[config.mk]
export PLATFORM = sky130hd
export DESIGN_NAME = iix_ram
export DESIGN_NICKNAME = d
export VERILOG_FILES = /design/src/rtl/iix_ram.sv
export SDC_FILE = /design/constraint.sdc
export NUM_CORES = 1
export LEC_CHECK = 0
export ABC_AREA = 1
export BUFFER_PORTS_ARGS = -buffer_cell sky130_fd_sc_hd__buf_2
export CELL_PAD_IN_SITES_DETAIL_PLACEMENT = 0
export CELL_PAD_IN_SITES_GLOBAL_PLACEMENT = 2
export CORE_UTILIZATION = 36
export CTS_BUF_LIST = sky130_fd_sc_hd__clkbuf_4 sky130_fd_sc_hd__clkbuf_8 sky130_fd_sc_hd__clkbuf_16
export CTS_CLUSTER_SIZE = 12
export DETAILED_ROUTE_END_ITERATION = 8
export GPL_TIMING_DRIVEN = 0
export PLACE_DENSITY = 0.8
export SYNTH_ARGS = -nofsm -noshare
export SYNTH_HDL_FRONTEND = slang
export SYNTH_SLANG_ARGS = --single-unit
[constraint.sdc]
create_clock -name clk_i -period 1 [get_ports clk_i]
set_input_delay 0.1 -clock clk_i [delete_from_list [all_inputs] [get_ports clk_i]]
set_output_delay 0.1 -clock clk_i [all_outputs]
set_load 0.005 [all_outputs]
[src/rtl/iix_ram.sv]
// generic single write port ram with registered read
`timescale 1ns / 1ps
module iix_ram #(
  parameter int unsigned Width = 8,
  parameter int unsigned Depth = 16
) (
  input  logic                     clk_i,
  input  logic                     we_i,
  input  logic [$clog2(Depth)-1:0] waddr_i,
  input  logic [Width-1:0]         wdata_i,
  input  logic [$clog2(Depth)-1:0] raddr_i,
  output logic [Width-1:0]         rdata_o
);
  logic [Width-1:0] mem_q [Depth];

  always_ff @(posedge clk_i) begin
    if (we_i) begin
      mem_q[waddr_i] <= wdata_i;
    end
    rdata_o <= mem_q[raddr_i];
  end
endmodule

==> metrics.txt, run 1 <==
Vias/cell=4.70; fill cell total of the finished layout=1456; CTS tree=built; placeable core area=0.0154 mm2; Syn Nets=569; total detailed-routing wirelength=between 10 and 15 mm; relative slew slack=0.334; most area-consuming cells after synthesis=sky130_fd_sc_hd__edfxtp_1 67%, sky130_fd_sc_hd__nand2_1 11%, sky130_fd_sc_hd__nand3_1 8.4%, sky130_fd_sc_hd__inv_1 6.5%, sky130_fd_sc_hd__dfxtp_1 2.8%; number of buffer cells added on primary ports=22; cts bufs inserted=17; weighted congestion reported at the end of routability-driven placement=0.776; Post-layout nets=610; number of global-route vias before repair=3714; crit start category=input port; relative area change from synthesis to final layout=21.5%; maximum level of the CTS H-tree=4; DRT antenna net count=0; number of remaining DRC errors=0; hold path startpoint=wdata_i[2]; initial DRC count=236; crit path to=mem_q[5][0]$_DFFE_PP_; Total GRT Usage=0.196; I/O pin cnt=26; beginning of the worst register-to-register path=mem_q[15][2]$_DFFE_PP_; Final Instance Area=about 0.0070 mm2; placement row count=45; reg2reg path depth=6; RSZ-0062 raised after global routing=yes; status=complete, but fails checks; Detail Placement HPWL=around 9.4 mm; TritonRoute pass-1 iters=5; maximum fanout encountered on the critical timing path=8; CTS Root Cell=sky130_fd_sc_hd__clkbuf_16; fmax=846 MHz; post-layout worst setup margin=-182 ps; static leakage power=3.00 nW; launching element of the worst setup path=waddr_i[3]; data required time of the worst path=1040 ps; Max Transition Viols Final=0; failing checks=setup timing; die width=129 um; worst setup path category=input port to flip-flop; average footprint of a synthesized cell=10.5 um2; CTS hold repair buffers=0; starting density of the core=0.374; sequential cell area fraction in the yosys report=0.694; clock latency reported for the late side of the worst-skew pair=around 420 ps; die extent in y=129 um; Via Count=3837; share of final-layout standard cells stronger than drive strength 1=0.231; Hold Crit Class=input port to flip-flop; clock sink count=136; number of maximum-capacitance violations=0; Worst VDD drop=about 1.3 mV; most area-hungry cell type in the Yosys netlist=sky130_fd_sc_hd__edfxtp_1; synthesized area=0.00577 mm2; category of the worst setup path capture point=flip-flop; register area=0.00400 mm2; most common library cell in the layout ignoring fill and taps=sky130_fd_sc_hd__nand2_1; gate count after technology mapping=551; largest net degree at the start of global routing=17; slew at the pin closest to its max-slew limit=995 ps; Yosys warning total=0; aggregate negative setup slack=-4630 ps; minimum hold slack=93.3 ps; postcts setup bufs=0; overflow left after global routing=0; post-synth top area share=0.667; Tcrit/Tclk final=1.18; number of unique standard cell types used by synthesis=12; commonest cells after routing, fill and taps aside=160 x sky130_fd_sc_hd__nand2_1, 128 x sky130_fd_sc_hd__edfxtp_1, 100 x sky130_fd_sc_hd__inv_1; number of synthesized register bits=136; post-route clock skew=roughly 4.7 ps; antenna violations before repair=0; area occupied by multi-input gates=0.00147 mm2; clock-pin slew reported for the worst setup and hold paths after clock tree synthesis=~60 ps; Setup-failing EPs final=32; # diodes=0; reg2reg setup slack=40 ps; final hold vios=0; power per standard cell area=just under 2000 mW/mm2; DP Area=a little over 0.006 mm2; wire length of the first global-routing pass=roughly 22 mm; Die Outline Area=0.0165 mm2; data arrival time of the worst path=1220 ps; worst r2r dst=rdata_o[2]$_DFF_P_; worst-case clock buffer depth=2; final critical path time including I/O delays and setup=1180 ps; average detailed-routed wire length per instance=approximately 18 um
==> layer usage <==
| layer | wire length (um) | part of all wire | up-vias | track usage |
|---|---|---|---|---|
| met5 | 0 | 0 | - | 0 |
| met4 | 284 | 0.019 | 0 | 0.0740 |
| met3 | 675 | 0.045 | 22 | 0.0399 |
| met2 | 6940 | 0.47 | 98 | 0.301 |
| met1 | 6930 | 0.47 | 1861 | 0.273 |
| li1 | - | - | 1856 | - |
==> metrics by stage <==
step / utilization / std cells / total power, W / setup slack (ps)
floorplan: - / 551 / 0.00698 / -50.8
global placement: 0.399 / 784 / 0.00735 / -641
detailed placement: 0.399 / 784 / 0.00737 / -651
CTS: 0.440 / 816 / 0.0138 / -210
global route: 0.454 / 816 / 0.0142 / -295
finish: 0.454 / 816 / 0.0138 / -182
==> power by group <==
group | internal [W] | switching, W
Sequential | 0.00638 | 0.0000301
Combinational | 0.000279 | 0.000657
Clock | 0.00420 | 0.00223
Total | 0.0109 | 0.00291
==> worst max-delay path: stages <==
cell and delay, ps:
sky130_fd_sc_hd__buf_2 120, sky130_fd_sc_hd__nand3b_1 210, sky130_fd_sc_hd__nor2_1 780
==> worst min-delay path by stage <==
stage          depth (start not counted)                    end  slack (ps)
6_report                               1  mem_q[0][2]$_DFFE_PP_          90
5_1_grt                                1  mem_q[0][2]$_DFFE_PP_         100
2_1_floorplan                          0  mem_q[0][0]$_DFFE_PP_         200
3_5_place_dp                           1             rdata_o[2]         480
3_3_place_gp                           1             rdata_o[4]         480
4_1_cts                                1  mem_q[0][2]$_DFFE_PP_          90
==> synth_stat cells, drive strengths merged <==
| cell type | instances |
|---|---|
| buf | 24 |
| edfxtp | 128 |
| nand3b | 2 |
| nor2 | 17 |
| dfxtp | 8 |
| inv | 102 |
| nand2 | 173 |
| nand3 | 97 |
==> cell type report <==
cell class | instances | share of cell area
clock inverter | 12 | 0.0223
inverter | 102 | 0.0546
sequential | 136 | 0.571
multi-input combinational | 289 | 0.210
tap | 211 | 0.0377
clock buffer | 20 | 0.0639
buffer | 24 | 0.0239
timing repair buffer | 22 | 0.0157
==> cell families (layout without fill, tap and decap cells) <==
logic type,count (synthesis),count (layout),share of synthesized area
simple gates,289,289,0.210
buf+inv,126,180,0.0952
flops,136,136,0.694
==> what timing repair did <==
| action | CTS | global route |
|---|---|---|
| endpoints found under the setup margin | 91 | 56 |
| gates resized for setup | 11 | 51 |
| cloned | 0 | 0 |
| pin swaps | 2 | 12 |
==> sequential cells by signal (all words and copies together) (netlist names) <==
signal and cells:
mem_q 128, rdata_o 8
Note: power is estimated with default switching activity, not from simulation.
==> run 2: changes to the inputs <==
CORE_UTILIZATION = 38   (was 36)
CTS_BUF_LIST = sky130_fd_sc_hd__clkbuf_2   (was sky130_fd_sc_hd__clkbuf_4 sky130_fd_sc_hd__clkbuf_8 sky130_fd_sc_hd__clkbuf_16)
PLACE_DENSITY = 0.84   (was 0.8)
==> run 2 against run 1 <==
Net effect: the run ends with hold timing, setup timing left; register-to-register slack got worse by 20 ps; routed wire length fell by 1.9%; final cell count fell by 1.3%; maximum frequency fell by 8.2%; sequential share of layout area rose by 1.5 points; hold slack got worse by 120 ps; clock power fell by 40%; via count fell by 0.57%; flip-flop and latch count did not move; critical path depth fell by 2.
==> metrics.txt, run 2 (same netlist as run 1, synthesis figures left out) <==
reg2reg path depth=6 (unchanged); minimum hold slack=-27.1 ps (-120 ps); Detail Placement HPWL=9.40 mm (-0.25%); maximum level of the CTS H-tree=4 (unchanged); share of final-layout standard cells stronger than drive strength 1=0.216 (-0.0156); crit start category=flip-flop; CTS tree=built; cts bufs inserted=17 (unchanged); number of non-filler instances in the completed layout=805 (-1.3%); antenna violations before repair=0 (unchanged); Bufs and invs on worst path=1 (unchanged); I/O pin cnt=26 (unchanged); DRT antenna net count=0 (unchanged); Die Outline Area=0.0157 mm2 (-5.2%); number of remaining DRC errors=0 (unchanged); slew at the pin closest to its max-slew limit=1060 ps (+61.1 ps); Worst VDD drop=0.698 mV (-46%); number of maximum-capacitance violations=0 (unchanged); slowest stage cell on the critical path=sky130_fd_sc_hd__dfxtp_2; cells along the critical path=buf_6; failing checks=hold timing, setup timing; largest registers=mem_q x128, rdata_o x8; # diodes=0 (unchanged); total detailed-routing wirelength=14.6 mm (-1.9%); clock-pin slew reported for the worst setup and hold paths after clock tree synthesis=210 ps (+150 ps); power per standard cell area=1650 mW/mm2 (-16%); die width=125 um (-2.6%); Via Count=3815 (-0.57%); category of the worst setup path capture point=output port; status=complete, but fails checks; largest register by flop count=mem_q; Total GRT Usage=0.198 (+0.00233); largest net degree at the start of global routing=17 (unchanged); number of global-route vias before repair=3684 (-0.81%); relative area change from synthesis to final layout=18.5%; static leakage power=2.93 nW (-2.2%); max reg flops=128 (unchanged); CTS Root Cell=sky130_fd_sc_hd__clkbuf_2; data required time of the worst path=900 ps (-140 ps); wire length of the first global-routing pass=22.1 mm (-0.99%); placeable core area=0.0146 mm2 (-5.1%); delay of the slowest critical-path stage=360 ps (-420 ps); post-route clock skew=25.7 ps (+21.0 ps); TritonRoute pass-1 iters=8 (+3); final critical path time including I/O delays and setup=1290 ps (+105 ps); fmax=777 MHz (-8.2%); Post-Route Utilization=0.467 (+0.0126); overflow left after global routing=0 (unchanged); data arrival time of the worst path=1190 ps (-30 ps); Worst path top cell family by delay=flip-flops; maximum fanout encountered on the critical timing path=1 (-7); reg2reg setup slack=20 ps (-20 ps); WHS Path Cells=3 (+2); Tcrit/Tclk final=1.29 (+0.105); Max Transition Viols Final=0 (unchanged); post-layout worst setup margin=-288 ps (-105 ps); weighted congestion reported at the end of routability-driven placement=0.776 (unchanged); Post-layout nets=626 (+2.6%); Vias/cell=4.74 (+0.79%); placed cell count=757 (-3.4%); RSZ-0062 raised after global routing=yes; most heavily used metal layer in global routing=met2; worst setup path category=flip-flop to output port; starting density of the core=0.394 (+0.0200); M3 GR Usage=0.0475 (+0.00758); die extent in y=125 um (-2.6%); clock latency reported for the late side of the worst-skew pair=720 ps (+300 ps); aggregate negative setup slack=-2380 ps (+2250 ps); Setup-failing EPs final=16 (-50%); final hold vios=19 (+19); relative slew slack=0.294 (-0.0409); initial DRC count=207 (-12%); Stages on worst setup path=1 (-2); met1 Usage GRT=0.271 (-0.00237); Hold Crit Class=input port to flip-flop; placement row count=44 (-2.2%); met2 capacity usage during global routing=0.304 (+0.00285); clock sink count=136 (unchanged); commonest cells after routing, fill and taps aside=167 x sky130_fd_sc_hd__nand2_1, 128 x sky130_fd_sc_hd__edfxtp_1, 99 x sky130_fd_sc_hd__inv_1; most common library cell in the layout ignoring fill and taps=sky130_fd_sc_hd__nand2_1; number of buffer cells added on primary ports=22 (unchanged); worst-case clock buffer depth=2 (unchanged); average detailed-routed wire length per instance=18.1 um (-0.59%)
## run 2: changes by cell type in the layout (fill, tap and decap cells not counted), sizes merged
cell         delta
clkinvlp        +5
inv             -1
buf             -2
bufinv          +1
clkinv          -2
dlygate4sd3    +15
## run 2: where the power goes
part / total [W] / switching, W / internal (W)
logic: 0.000981 / 0.000653 / 0.000329
clock network: 0.00388 / 0.00203 / 0.00185
registers: 0.00640 / 0.0000310 / 0.00637
## run 2: layout make-up
class	count	area (um2)
timing repair buffer	38	274
clock buffer	17	85.1
clock inverter	15	208
multi-input combinational	289	1460
buffer	24	181
fill	1402	7810
sequential	136	4010
tap	184	230
inverter	102	389
## run 2: metrics by stage
step | total power (W) | instance area [um2] | setup WS [ps]
4_1_cts | 0.0112 | 6570 | -342
6_report | 0.0113 | 6840 | -288
3_3_place_gp | 0.00735 | 6110 | -656
3_5_place_dp | 0.00736 | 6110 | -692
2_1_floorplan | 0.00698 | 5770 | -50.8
5_1_grt | 0.0116 | 6840 | -385
## run 2: what timing repair did
item                                    4_1_cts  5_1_grt
buffers inserted                              0        1
hold buffers                                 14        2
endpoints found under the setup margin       12       22
gates resized for setup                       5       59
hold endpoints to repair                    192       23
pin swaps                                     2       20
## run 2: path summary, 6_finish.rpt
kind / from / end
worst max-delay path: rdata_o[5]$_DFF_P_ / rdata_o[5]
worst max register to register: mem_q[12][7]$_DFFE_PP_ / rdata_o[7]$_DFF_P_
worst min register to register: mem_q[2][4]$_DFFE_PP_ / rdata_o[4]$_DFF_P_
worst min-delay path: we_i / mem_q[3][7]$_DFFE_PP_
## run 2: per-layer routing
| layer | vias up | part of all wire | wire length [um] |
|---|---|---|---|
| met3 | 26 | 0.042 | 614 |
| met4 | 0 | 0.028 | 402 |
| met1 | 1795 | 0.46 | 6730 |
| li1 | 1884 | - | - |
| met5 | - | 0 | 0 |
| met2 | 110 | 0.47 | 6810 |
