==> src/rtl/iix_pkg.sv <==
// shared types and constants for the inverted index insert block
`timescale 1ns / 1ps
package iix_pkg;
  localparam int unsigned MaxEntries     = 1024;
  localparam int unsigned MaxWordChars   = 128;
  localparam int unsigned MaxDocsPerWord = 128;

  localparam logic [2:0] StNew       = 3'd0;
  localparam logic [2:0] StAppended  = 3'd1;
  localparam logic [2:0] StPresent   = 3'd2;
  localparam logic [2:0] StTableFull = 3'd3;
  localparam logic [2:0] StListFull  = 3'd4;

  // one closed word handed from the front to the back
  typedef struct packed {
    logic [15:0] doc_id;
    logic [7:0]  length;
    logic        truncated;
    logic        bank;
  } word_job_t;
endpackage

==> src/rtl/iix_front.sv <==
// front end: collects word bytes into a double buffer and queues closed words
`timescale 1ns / 1ps
module iix_front #(
  parameter int unsigned MaxWordChars = iix_pkg::MaxWordChars,
  localparam int unsigned CW = (MaxWordChars > 1) ? $clog2(MaxWordChars) : 1
) (
  input  logic                clk_i,
  input  logic                rst_ni,
  input  logic                in_valid_i,
  output logic                in_ready_o,
  input  logic [7:0]          char_code_i,
  input  logic [15:0]         doc_id_i,
  input  logic                last_char_i,
  output logic                buf_we_o,
  output logic [CW:0]         buf_waddr_o,
  output logic [7:0]          buf_wdata_o,
  output logic                job_valid_o,
  input  logic                job_ready_i,
  output iix_pkg::word_job_t  job_o,
  input  logic                bank_free_i
);
  logic [7:0]         len_q, len_d;
  logic               ovf_q, ovf_d;
  logic               bank_q, bank_d;
  logic               full_q, full_d;
  iix_pkg::word_job_t job_q, job_d;
  logic               acc, room;

  // front may only fill the bank that the back is not reading
  assign in_ready_o  = !full_q && bank_free_i;
  assign acc         = in_valid_i && in_ready_o;
  assign room        = len_q < 8'(MaxWordChars);
  assign buf_we_o    = acc && room;
  assign buf_waddr_o = {bank_q, len_q[CW-1:0]};
  assign buf_wdata_o = char_code_i;
  assign job_valid_o = full_q;
  assign job_o       = job_q;

  always_comb begin
    len_d  = len_q;
    ovf_d  = ovf_q;
    bank_d = bank_q;
    full_d = full_q;
    job_d  = job_q;
    if (full_q && job_ready_i) begin
      full_d = 1'b0;
    end
    if (acc) begin
      if (room) begin
        len_d = len_q + 8'd1;
      end else begin
        ovf_d = 1'b1;
      end
      if (last_char_i) begin
        job_d.doc_id    = doc_id_i;
        job_d.length    = room ? len_q + 8'd1 : len_q;
        job_d.truncated = ovf_q || !room;
        job_d.bank      = bank_q;
        full_d          = 1'b1;
        len_d           = '0;
        ovf_d           = 1'b0;
        bank_d          = !bank_q;
      end
    end
  end

  always_ff @(posedge clk_i or negedge rst_ni) begin
    if (!rst_ni) begin
      len_q  <= '0;
      ovf_q  <= 1'b0;
      bank_q <= 1'b0;
      full_q <= 1'b0;
    end else begin
      len_q  <= len_d;
      ovf_q  <= ovf_d;
      bank_q <= bank_d;
      full_q <= full_d;
    end
  end

  always_ff @(posedge clk_i) begin
    job_q <= job_d;
  end
endmodule

==> config.mk <==
export PLATFORM = sky130hd
export DESIGN_NAME = iix_front
export DESIGN_NICKNAME = d
export VERILOG_FILES = /design/src/rtl/iix_pkg.sv /design/src/rtl/iix_front.sv
export SDC_FILE = /design/constraint.sdc
export NUM_CORES = 1
export LEC_CHECK = 0
export ABC_CLOCK_PERIOD_IN_PS = 2000
export BUFFER_PORTS_ARGS = -buffer_cell sky130_fd_sc_hd__buf_2
export CAP_MARGIN = 20
export CORE_ASPECT_RATIO = 1.4
export CORE_MARGIN = 1
export CORE_UTILIZATION = 45
export CTS_CLUSTER_DIAMETER = 200
export DETAILED_ROUTE_END_ITERATION = 8
export PLACE_DENSITY = 0.77
export SETUP_SLACK_MARGIN = 0.02
export SYNTH_ARGS = -nofsm -noshare
export SYNTH_HDL_FRONTEND = slang
export SYNTH_SLANG_ARGS = --single-unit
==> constraint.sdc <==
create_clock -name clk_i -period 2 [get_ports clk_i]
set_clock_uncertainty 0.1 [all_clocks]
set_input_delay 0.1 -clock clk_i [delete_from_list [all_inputs] [get_ports clk_i]]
set_output_delay 0.1 -clock clk_i [all_outputs]
set_load 0.02 [all_outputs]
==> results of run 1 <==
power by group:
group	internal (W)	switching, W
sequential	0.000883	0.0000525
clock	0.000241	0.000230
combinational	0.000121	0.000152
total	0.00125	0.000435
cells by family after synthesis:
kind of cell	after synthesis	synth area share
compound gates	13	0.06032
xor+xnor	7	0.03889
fa+ha+maj	1	0.007935
buf+inv	23	0.09841
flops	37	0.6698
mux	1	0.007142
simple gates	30	0.1175
cell type report:
class                   instances  share of cell area
repair buffers                 77              0.2382
well taps                      40             0.02430
inverters                       4            0.007290
clock inverters                 2            0.004860
clock buffers                   6             0.03524
multi-input cells              52              0.1774
flip-flops and latches         37              0.5128
layout by cell type (no fill, tap or decap), types with 2 or more instances in the layout:
cell           instances
clkinv_2               2
buf_2                 58
nand3_1                2
inv_1                  4
nor3_1                 3
nor2_1                 3
dlygate4sd3_1         18
nand2_1                9
edfxtp_1              26
clkbuf_8               5
xnor2_1                7
dfrtp_1               11
o21ai_0                4
a21o_1                 2
per-stage QoR:
| stage | area, µm² | cells | setup slack [ps] |
|---|---|---|---|
| after floorplan | 1577 | 112 | 122.7 |
| after global placement | 1797 | 192 | 416.0 |
| after global routing | 2059 | 218 | 228.3 |
| after detailed placement | 1797 | 192 | 361.2 |
| final | 2059 | 218 | 359.8 |
| after CTS | 2059 | 218 | 354.0 |
sequential cells by signal, summed over array words and instances, names as in the netlist:
register	count
job_o	26
len_q	8
bank_q	1
job_valid_o	1
ovf_q	1
final timing paths:
| kind | endpoint | from | cells past startpoint | slack (ps) |
|---|---|---|---|---|
| worst max-delay path | len_q[6]$_DFFE_PN0P_ | len_q[0]$_DFFE_PN0P_ | 4 | 360 |
| worst min-delay path | len_q[1]$_DFFE_PN0P_ | last_char_i | 2 | 30 |
| worst max register to register | len_q[6]$_DFFE_PN0P_ | len_q[0]$_DFFE_PN0P_ | 4 | 360 |
| worst min register to register | bank_q$_DFFE_PN0P_ | bank_q$_DFFE_PN0P_ | 1 | 400 |
| max in group asynchronous | len_q[2]$_DFFE_PN0P_ | rst_ni | 2 | 1460 |
| min in group asynchronous | len_q[4]$_DFFE_PN0P_ | rst_ni | 2 | 120 |
critical path, stage by stage (launching register included):
cell and delay [ps]:
dfrtp_1 480, ha_1 230, and4b_1 220, nand3_1 120, a311o_1 370
routing by layer:
layer	GRT usage	vias up	part of all wire
met2	0.2635	55	0.49
li1	-	516	-
met5	0	-	0
met1	0.2025	487	0.41
met3	0.03145	10	0.077
met4	0.1171	0	0.022
==> flow_summary.json, run 1 <==
{
  "die_height_um": 72.03,
  "firstDrtPassIters": 4,
  "ys_seq_elements": 37,
  "chipWidth_um": 52.03,
  "overflow": 0,
  "fin_crit_sh": 0.8201,
  "tns_ps": 0,
  "cap_violations": 0,
  "grt_max_degree": 27,
  "relSlewSlack": 0.7475,
  "ys.flop_type": "edfxtp_1",
  "dp_hpwl_um": 2001,
  "num-nets-final": 208,
  "numCtsBuffers": 5,
  "h-tree-depth": 2,
  "synth_cell_type_count": 36,
  "cts_buffer_depth": 2,
  "report.power.total_w": 0.001680,
  "postSynthCellCount": 112,
  "grt_setup_unrepaired": "no",
  "grt_pass1_wl_um": 4526,
  "clock_latency_ps": 280,
  "drtIter0Drc": 30,
  "arrival_ps": 1710,
  "cts_hold_buf": 18,
  "post-route-util": 0.6153,
  "status": "finished clean",
  "gp_congestion": 0.7849,
  "diodes": 0,
  "cts_sinks": 37,
  "antenna_found_initial": 0,
  "port_buffers": 58,
  "synth_top_cell_area_share": 0.4952,
  "cts_resized": 0,
  "drive_above_1_share": 0.3989,
  "ys_seq_area_frac": 0.6698,
  "vdd_drop_max_mv": 0.4795,
  "synth_area_leader_cell": "edfxtp_1",
  "track_usage": 0.1673,
  "grt_pass1_vias": 1044,
  "synth_area_leaders": "edfxtp_1 (50%), dfrtp_1 (17%), buf_4 (7.6%)",
  "vias": 1068,
  "core_area_um2": 3347,
  "finalHoldViolCount": 0,
  "clk_pin_slew_worst_paths_ps": 70,
  "fillers": 250,
  "setup_viol": 0,
  "drv_slew": 0,
  "async_flop_share": 0.2973,
  "initial_utilization": 0.4710,
  "post_cts_buffers": 0,
  "drt-total-wl_um": 2760,
  "ant_nets": 0,
  "critical_path_class": "flip-flop to flip-flop",
  "rows": 25,
  "syn_to_final_growth_pct": 30.64,
  "synth_area_per_cell_um2": 14.08,
  "max_freq_ghz": 0.6097,
  "top_level_ports": 75,
  "p_leak_nw": 0.9181,
  "multi_input_area_um2": 365.4,
  "route.detailed.drc": 0,
  "syn_area_um2": 1577,
  "start_kind": "flip-flop",
  "wire_per_inst_um": 12.66,
  "endpoint_kind": "flip-flop",
  "cts-root-buf": "clkbuf_8",
  "required_ps": 2070,
  "tritoncts": "built",
  "synth_edf_count": 26,
  "register_area_um2": 1056,
  "power_density_nw_per_um2": 815.8,
  "synth_most_common_cell": "edfxtp_1",
  "yosys_warnings": 0,
  "syn_nets": 143,
  "worstPathMaxFanout": 6,
  "synth_common_cells": "edfxtp_1 (26), buf_4 (16), dfrtp_1 (11), nand2_1 (9), xnor2_1 (7)",
  "min_path_type": "input port to flip-flop",
  "avgViaCountPerCell": 4.899,
  "post-route-min-period_ps": 1640,
  "tightest_slew_ps": 377.6,
  "hold_ws_ps": 30.95,
  "die-area_um2": 3747
}
No activity file was read; power rests on OpenSTA's default activity.
==> run 2, diff against run 1 <==
--- a/config.mk
+++ b/config.mk
@@ -5,7 +5,7 @@
 export SDC_FILE = /design/constraint.sdc
 export NUM_CORES = 1
 export LEC_CHECK = 0
-export ABC_CLOCK_PERIOD_IN_PS = 2000
+export ABC_CLOCK_PERIOD_IN_PS = 1720
 export BUFFER_PORTS_ARGS = -buffer_cell sky130_fd_sc_hd__buf_2
 export CAP_MARGIN = 20
 export CORE_ASPECT_RATIO = 1.4
==> constraint.sdc (replaced) <==
create_clock -name clk_i -period 1.72 [get_ports clk_i]
set_clock_uncertainty 0.1 [all_clocks]
set_input_delay 0.086 -clock clk_i [delete_from_list [all_inputs] [get_ports clk_i]]
set_output_delay 0.086 -clock clk_i [all_outputs]
set_load 0.02 [all_outputs]
==> run 2 against run 1 <==
Via count down 0.28%; clock-buffer cell count unchanged; critical path depth unchanged; utilization up 1.3 points; first-iteration DRC count down 40%; non-clock buffer count up 5; worst hold slack worse by 19 ps; critical endpoint is now buf_we_o; final cell count up 2.3%; sequential share of layout area down 0.98 points; sequential cell count unchanged; cell area up 2.1%.
==> flow_summary.json, run 2 (synthesis gave the netlist of run 1 again) <==
{
  "status": "finished clean",
  "min_path_type": "input port to flip-flop",
  "worstPathMaxFanout": 8,
  "required_ps": 1530,
  "die_height_um": 72.03,
  "diodes": 0,
  "cp_num_buf_inv": 2,
  "h-tree-depth": 2,
  "power_density_nw_per_um2": 952.3,
  "grt.busiest_layer": "met2",
  "cap_violations": 0,
  "cts_buffer_depth": 2,
  "met3_usage": 0.04612,
  "relSlewSlack": 0.8141,
  "syn_to_final_growth_pct": 33.33,
  "p_leak_nw": 0.9320,
  "chipWidth_um": 52.03,
  "fillers": 252,
  "antenna_found_initial": 0,
  "initial_utilization": 0.4710,
  "tns_ps": 0,
  "gp_congestion": 0.7781,
  "post-route-min-period_ps": 1562,
  "vdd_drop_max_mv": 0.6591,
  "mostFrequentLayoutCells": "buf_2 (58), edfxtp_1 (26), dlygate4sd3_1 (18), dfrtp_1 (10), nand2_1 (9)",
  "fin_crit_sh": 0.9084,
  "met2_usage": 0.2877,
  "rows": 25,
  "endpoint_kind": "output pin",
  "crit_chain": "nand3b_1 -> buf_4 -> nor2_1 -> buf_2",
  "track_usage": 0.1760,
  "start_kind": "flip-flop",
  "setup_viol": 0,
  "numCtsBuffers": 5,
  "drv_slew": 0,
  "drt-total-wl_um": 3079,
  "drive_above_1_share": 0.4262,
  "overflow": 0,
  "avgViaCountPerCell": 4.776,
  "drtIter0Drc": 18,
  "tightest_slew_ps": 278.9,
  "finalHoldViolCount": 0,
  "port_buffers": 58,
  "route.detailed.drc": 0,
  "path_delay_family": "flip-flops",
  "top_level_ports": 75,
  "cts_sinks": 37,
  "grt_pass1_vias": 994,
  "clk_pin_slew_worst_paths_ps": 70,
  "grt_max_degree": 27,
  "dp_hpwl_um": 2208,
  "grtUsageMet1": 0.1969,
  "finalNonFillerCells": 223,
  "num-nets-final": 213,
  "core_area_um2": 3347,
  "tritoncts": "built",
  "final_common_cell": "buf_2",
  "arrival_ps": 1380,
  "ant_nets": 0,
  "cts-root-buf": "clkbuf_8",
  "max_freq_ghz": 0.6400,
  "firstDrtPassIters": 4,
  "clock_latency_ps": 290,
  "critPathMaxStageDelay_ps": 430,
  "grt_pass1_wl_um": 4595,
  "critical_path_class": "flip-flop to output pin",
  "largest_reg_flops": 26,
  "place_inst": 197,
  "grt_setup_unrepaired": "no",
  "report.power.total_w": 0.002002,
  "cpMaxStageDelayCell": "dfrtp_2",
  "die-area_um2": 3747,
  "hold_ws_ps": 11.92,
  "vias": 1065,
  "wire_per_inst_um": 13.81
}
## run 2: changes by cell type in the layout (fill, tap and decap cells not counted)
cell,change
buf_4,+5
dfrtp_2,+1
dfrtp_1,-1
inv_1,-1
clkinvlp_4,+1
## run 2: worst paths after layout
| path | start | endpoint | slack, ps | cells after the start |
|---|---|---|---|---|
| worst min register to register | bank_q$_DFFE_PN0P_ | job_o[0]$_DFFE_PP_ | 420 | 0 |
| min in group asynchronous | rst_ni | len_q[2]$_DFFE_PN0P_ | 90 | 2 |
| worst max-delay path | job_valid_o$_DFF_PN0_ | buf_we_o | 160 | 4 |
| worst max register to register | job_valid_o$_DFF_PN0_ | job_o[10]$_DFFE_PP_ | 160 | 4 |
| worst min-delay path | last_char_i | len_q[5]$_DFFE_PN0P_ | 10 | 2 |
| max in group asynchronous | rst_ni | job_valid_o$_DFF_PN0_ | 1190 | 2 |
## run 2: cell type report
class	instances	area, µm²	share of cell area
Tap cell	40	50.05	0.02381
Clock inverter	2	10.01	0.004762
Clock buffer	6	72.57	0.03452
Multi-Input combinational cell	52	365.4	0.1738
Timing Repair Buffer	82	528.0	0.2512
Inverter	4	18.77	0.008929
Sequential cell	37	1057	0.5030
## run 2: routing by layer
| layer | share of wire | wire length [µm] |
|---|---|---|
| met5 | 0 | 0 |
| met4 | 0.035 | 108 |
| met3 | 0.073 | 226 |
| met2 | 0.51 | 1559 |
| met1 | 0.38 | 1184 |
## run 2: timing repair
| item | 4_1_cts | 5_1_grt |
|---|---|---|
| setup buffers | 0 | 0 |
| hold buffers | 18 | 0 |
| gates resized for setup | 0 | 0 |
| hold endpoints to repair | 28 | 0 |
## run 2: per-stage QoR
step | utilization | setup WS [ps] | cell area [µm²]
global placement | 0.5495 | 199.6 | 1839
CTS | 0.6280 | 151.2 | 2102
detailed placement | 0.5495 | 158.3 | 1839
finish | 0.6280 | 157.6 | 2102
global route | 0.6280 | 68.19 | 2102
floorplan | - | 53.72 | 1582
## run 2: power breakdown
group	leakage [nW]	internal (W)	total [W]	switching (W)
Combinational	0.509	0.000159	0.000361	0.000202
Sequential	0.379	0.00103	0.00108	0.0000486
Clock	0.0450	0.000280	0.000565	0.000284
Total	0.932	0.00147	0.00200	0.000535
==> run 3, diff against run 2 <==
--- a/config.mk
+++ b/config.mk
@@ -13,6 +13,7 @@
 export CORE_UTILIZATION = 45
 export CTS_CLUSTER_DIAMETER = 200
 export DETAILED_ROUTE_END_ITERATION = 8
+export HOLD_SLACK_MARGIN = 0.15
 export PLACE_DENSITY = 0.77
 export SETUP_SLACK_MARGIN = 0.02
 export SYNTH_ARGS = -nofsm -noshare
==> run 3 against run 2 <==
Die area unchanged; register-to-register slack about the same; non-clock buffer count up 10; first-iteration DRC count up 44%; worst hold slack better by 170 ps; final cell count up 4.5%; fmax about the same; global-route usage up 2.1 points; largest cell class unchanged.
==> flow_summary.json, run 3 (synthesis gave the netlist of run 1 again) <==
{
  "status": "finished clean",
  "h-tree-depth": 2,
  "track_usage": 0.1968,
  "finalNonFillerCells": 233,
  "top_level_ports": 75,
  "grt_setup_unrepaired": "no",
  "setup_viol": 0,
  "place_ws_ps": 158.3,
  "reg2reg_depth": 4,
  "chipWidth_um": 52.03,
  "diodes": 0,
  "wire_per_inst_um": 14.81,
  "die_height_um": 72.03,
  "drtIter0Drc": 26,
  "vias": 1158,
  "required_ps": 1610,
  "vdd_drop_max_mv": 0.7005,
  "endpoint_kind": "flip-flop",
  "rr_startpoint": "job_valid_o$_DFF_PN0_",
  "numCtsBuffers": 5,
  "reg2reg_slack_ps": 160,
  "core_area_um2": 3347,
  "tritoncts": "built",
  "grt_max_degree": 27,
  "grt_pass1_wl_um": 5064,
  "fin_ws_ps": 158.1,
  "worstReg2RegEnd": "job_o[9]$_DFFE_PP_",
  "overflow": 0,
  "firstDrtPassIters": 4,
  "clock_latency_ps": 290,
  "drive_above_1_share": 0.4041,
  "p_leak_nw": 0.9738,
  "mostFrequentLayoutCells": "buf_2 (58), dlygate4sd3_1 (28), edfxtp_1 (26), dfrtp_1 (10), nand2_1 (9)",
  "min_from": "in_valid_i",
  "final_area_um2": 2202,
  "port_buffers": 58,
  "grt_pass1_vias": 1089,
  "tightest_slew_ps": 532.1,
  "cts_sinks": 37,
  "antenna_found_initial": 0,
  "cap_violations": 0,
  "initial_utilization": 0.4710,
  "rows": 25,
  "num-nets-final": 223,
  "finalHoldViolCount": 0,
  "max_freq_ghz": 0.6403,
  "fin_crit_sh": 0.9081,
  "relSlewSlack": 0.6441,
  "whs_endpoint": "len_q[5]$_DFFE_PN0P_",
  "placedInstanceArea_um2": 1839,
  "die-area_um2": 3747,
  "avgViaCountPerCell": 4.970,
  "cts_resized": 0,
  "critPathMaxStageDelay_ps": 430,
  "drv_slew": 0,
  "cts_buffer_depth": 2,
  "min_path_type": "input port to flip-flop",
  "fillers": 244,
  "power_density_nw_per_um2": 930.7,
  "dp_hpwl_um": 2208,
  "crit_chain": "and3b_1 -> nand2_1 -> clkinvlp_4 -> buf_12",
  "ant_nets": 0,
  "tns_ps": 0,
  "gp_congestion": 0.7781,
  "post-route-min-period_ps": 1562,
  "final_common_cell": "buf_2",
  "route.detailed.drc": 0,
  "arrival_ps": 1450,
  "largest_reg_flops": 26,
  "start_kind": "flip-flop",
  "syn_to_final_growth_pct": 39.68,
  "clk_pin_slew_worst_paths_ps": 70,
  "worstPathMaxFanout": 26,
  "min_path_cells": 4,
  "critical_path_class": "flip-flop to flip-flop",
  "cts-root-buf": "clkbuf_8",
  "drt-total-wl_um": 3450,
  "cpMaxStageDelayCell": "dfrtp_2",
  "place_inst": 197
}
==> run 3: changes by cell type in the layout (fill, tap and decap cells not counted) <==
cell / delta
dlygate4sd3_1: +10
==> run 3: how the worst max path moves through the flow <==
stage	from	endpoint	slack, ps	depth (start not counted)
2_1_floorplan	job_valid_o$_DFF_PN0_	job_o[0]$_DFFE_PP_	50	3
3_3_place_gp	job_valid_o$_DFF_PN0_	job_o[1]$_DFFE_PP_	200	4
3_5_place_dp	job_valid_o$_DFF_PN0_	job_o[6]$_DFFE_PP_	160	4
4_1_cts	job_valid_o$_DFF_PN0_	job_o[9]$_DFFE_PP_	150	4
5_1_grt	job_valid_o$_DFF_PN0_	buf_we_o	70	4
6_report	job_valid_o$_DFF_PN0_	job_o[9]$_DFFE_PP_	160	4
==> run 3: layer usage <==
metal	vias up	wire length, µm	GRT usage
met3	11	254	0.05031
met2	70	1735	0.3291
met5	-	0	0
li1	547	-	-
met4	0	119	0.1201
met1	530	1341	0.2188
==> run 3: what timing repair did <==
item,in CTS,in global routing
hold endpoints to repair,41,0
hold buffers,28,0
buffers inserted,0,0
==> run 3: cell type report <==
| type | instances | area (µm²) | share of cell area |
|---|---|---|---|
| Sequential cell | 37 | 1057 | 0.4801 |
| Tap cell | 40 | 50.05 | 0.02273 |
| Clock inverter | 2 | 10.01 | 0.004545 |
| Timing Repair Buffer | 92 | 628.1 | 0.2852 |
| Clock buffer | 6 | 72.57 | 0.03295 |
| Multi-Input combinational cell | 52 | 365.4 | 0.1659 |
| Inverter | 4 | 18.77 | 0.008523 |
==> run 3: report_power, final <==
group	leakage (nW)	switching [W]	internal, W
Clock	0.0450	0.000295	0.000280
Combinational	0.550	0.000222	0.000175
Sequential	0.379	0.0000500	0.00103
Total	0.974	0.000567	0.00148
==> run 3: per-stage QoR <==
stage | power, W | hold slack, ps | utilization
after detailed placement | 0.001424 | -122.2 | 0.5495
after CTS | 0.002047 | 166.9 | 0.6579
after floorplan | 0.001346 | -309.6 | -
after global routing | 0.002126 | 196.8 | 0.6579
final | 0.002049 | 177.8 | 0.6579
after global placement | 0.001412 | -127.2 | 0.5495
==> run 3: worst max-delay path: cells and delay by family, from the launching register on <==
family	cells	cell delay [ps]
flops	1	430
buf+inv	2	290
simple gates	2	440
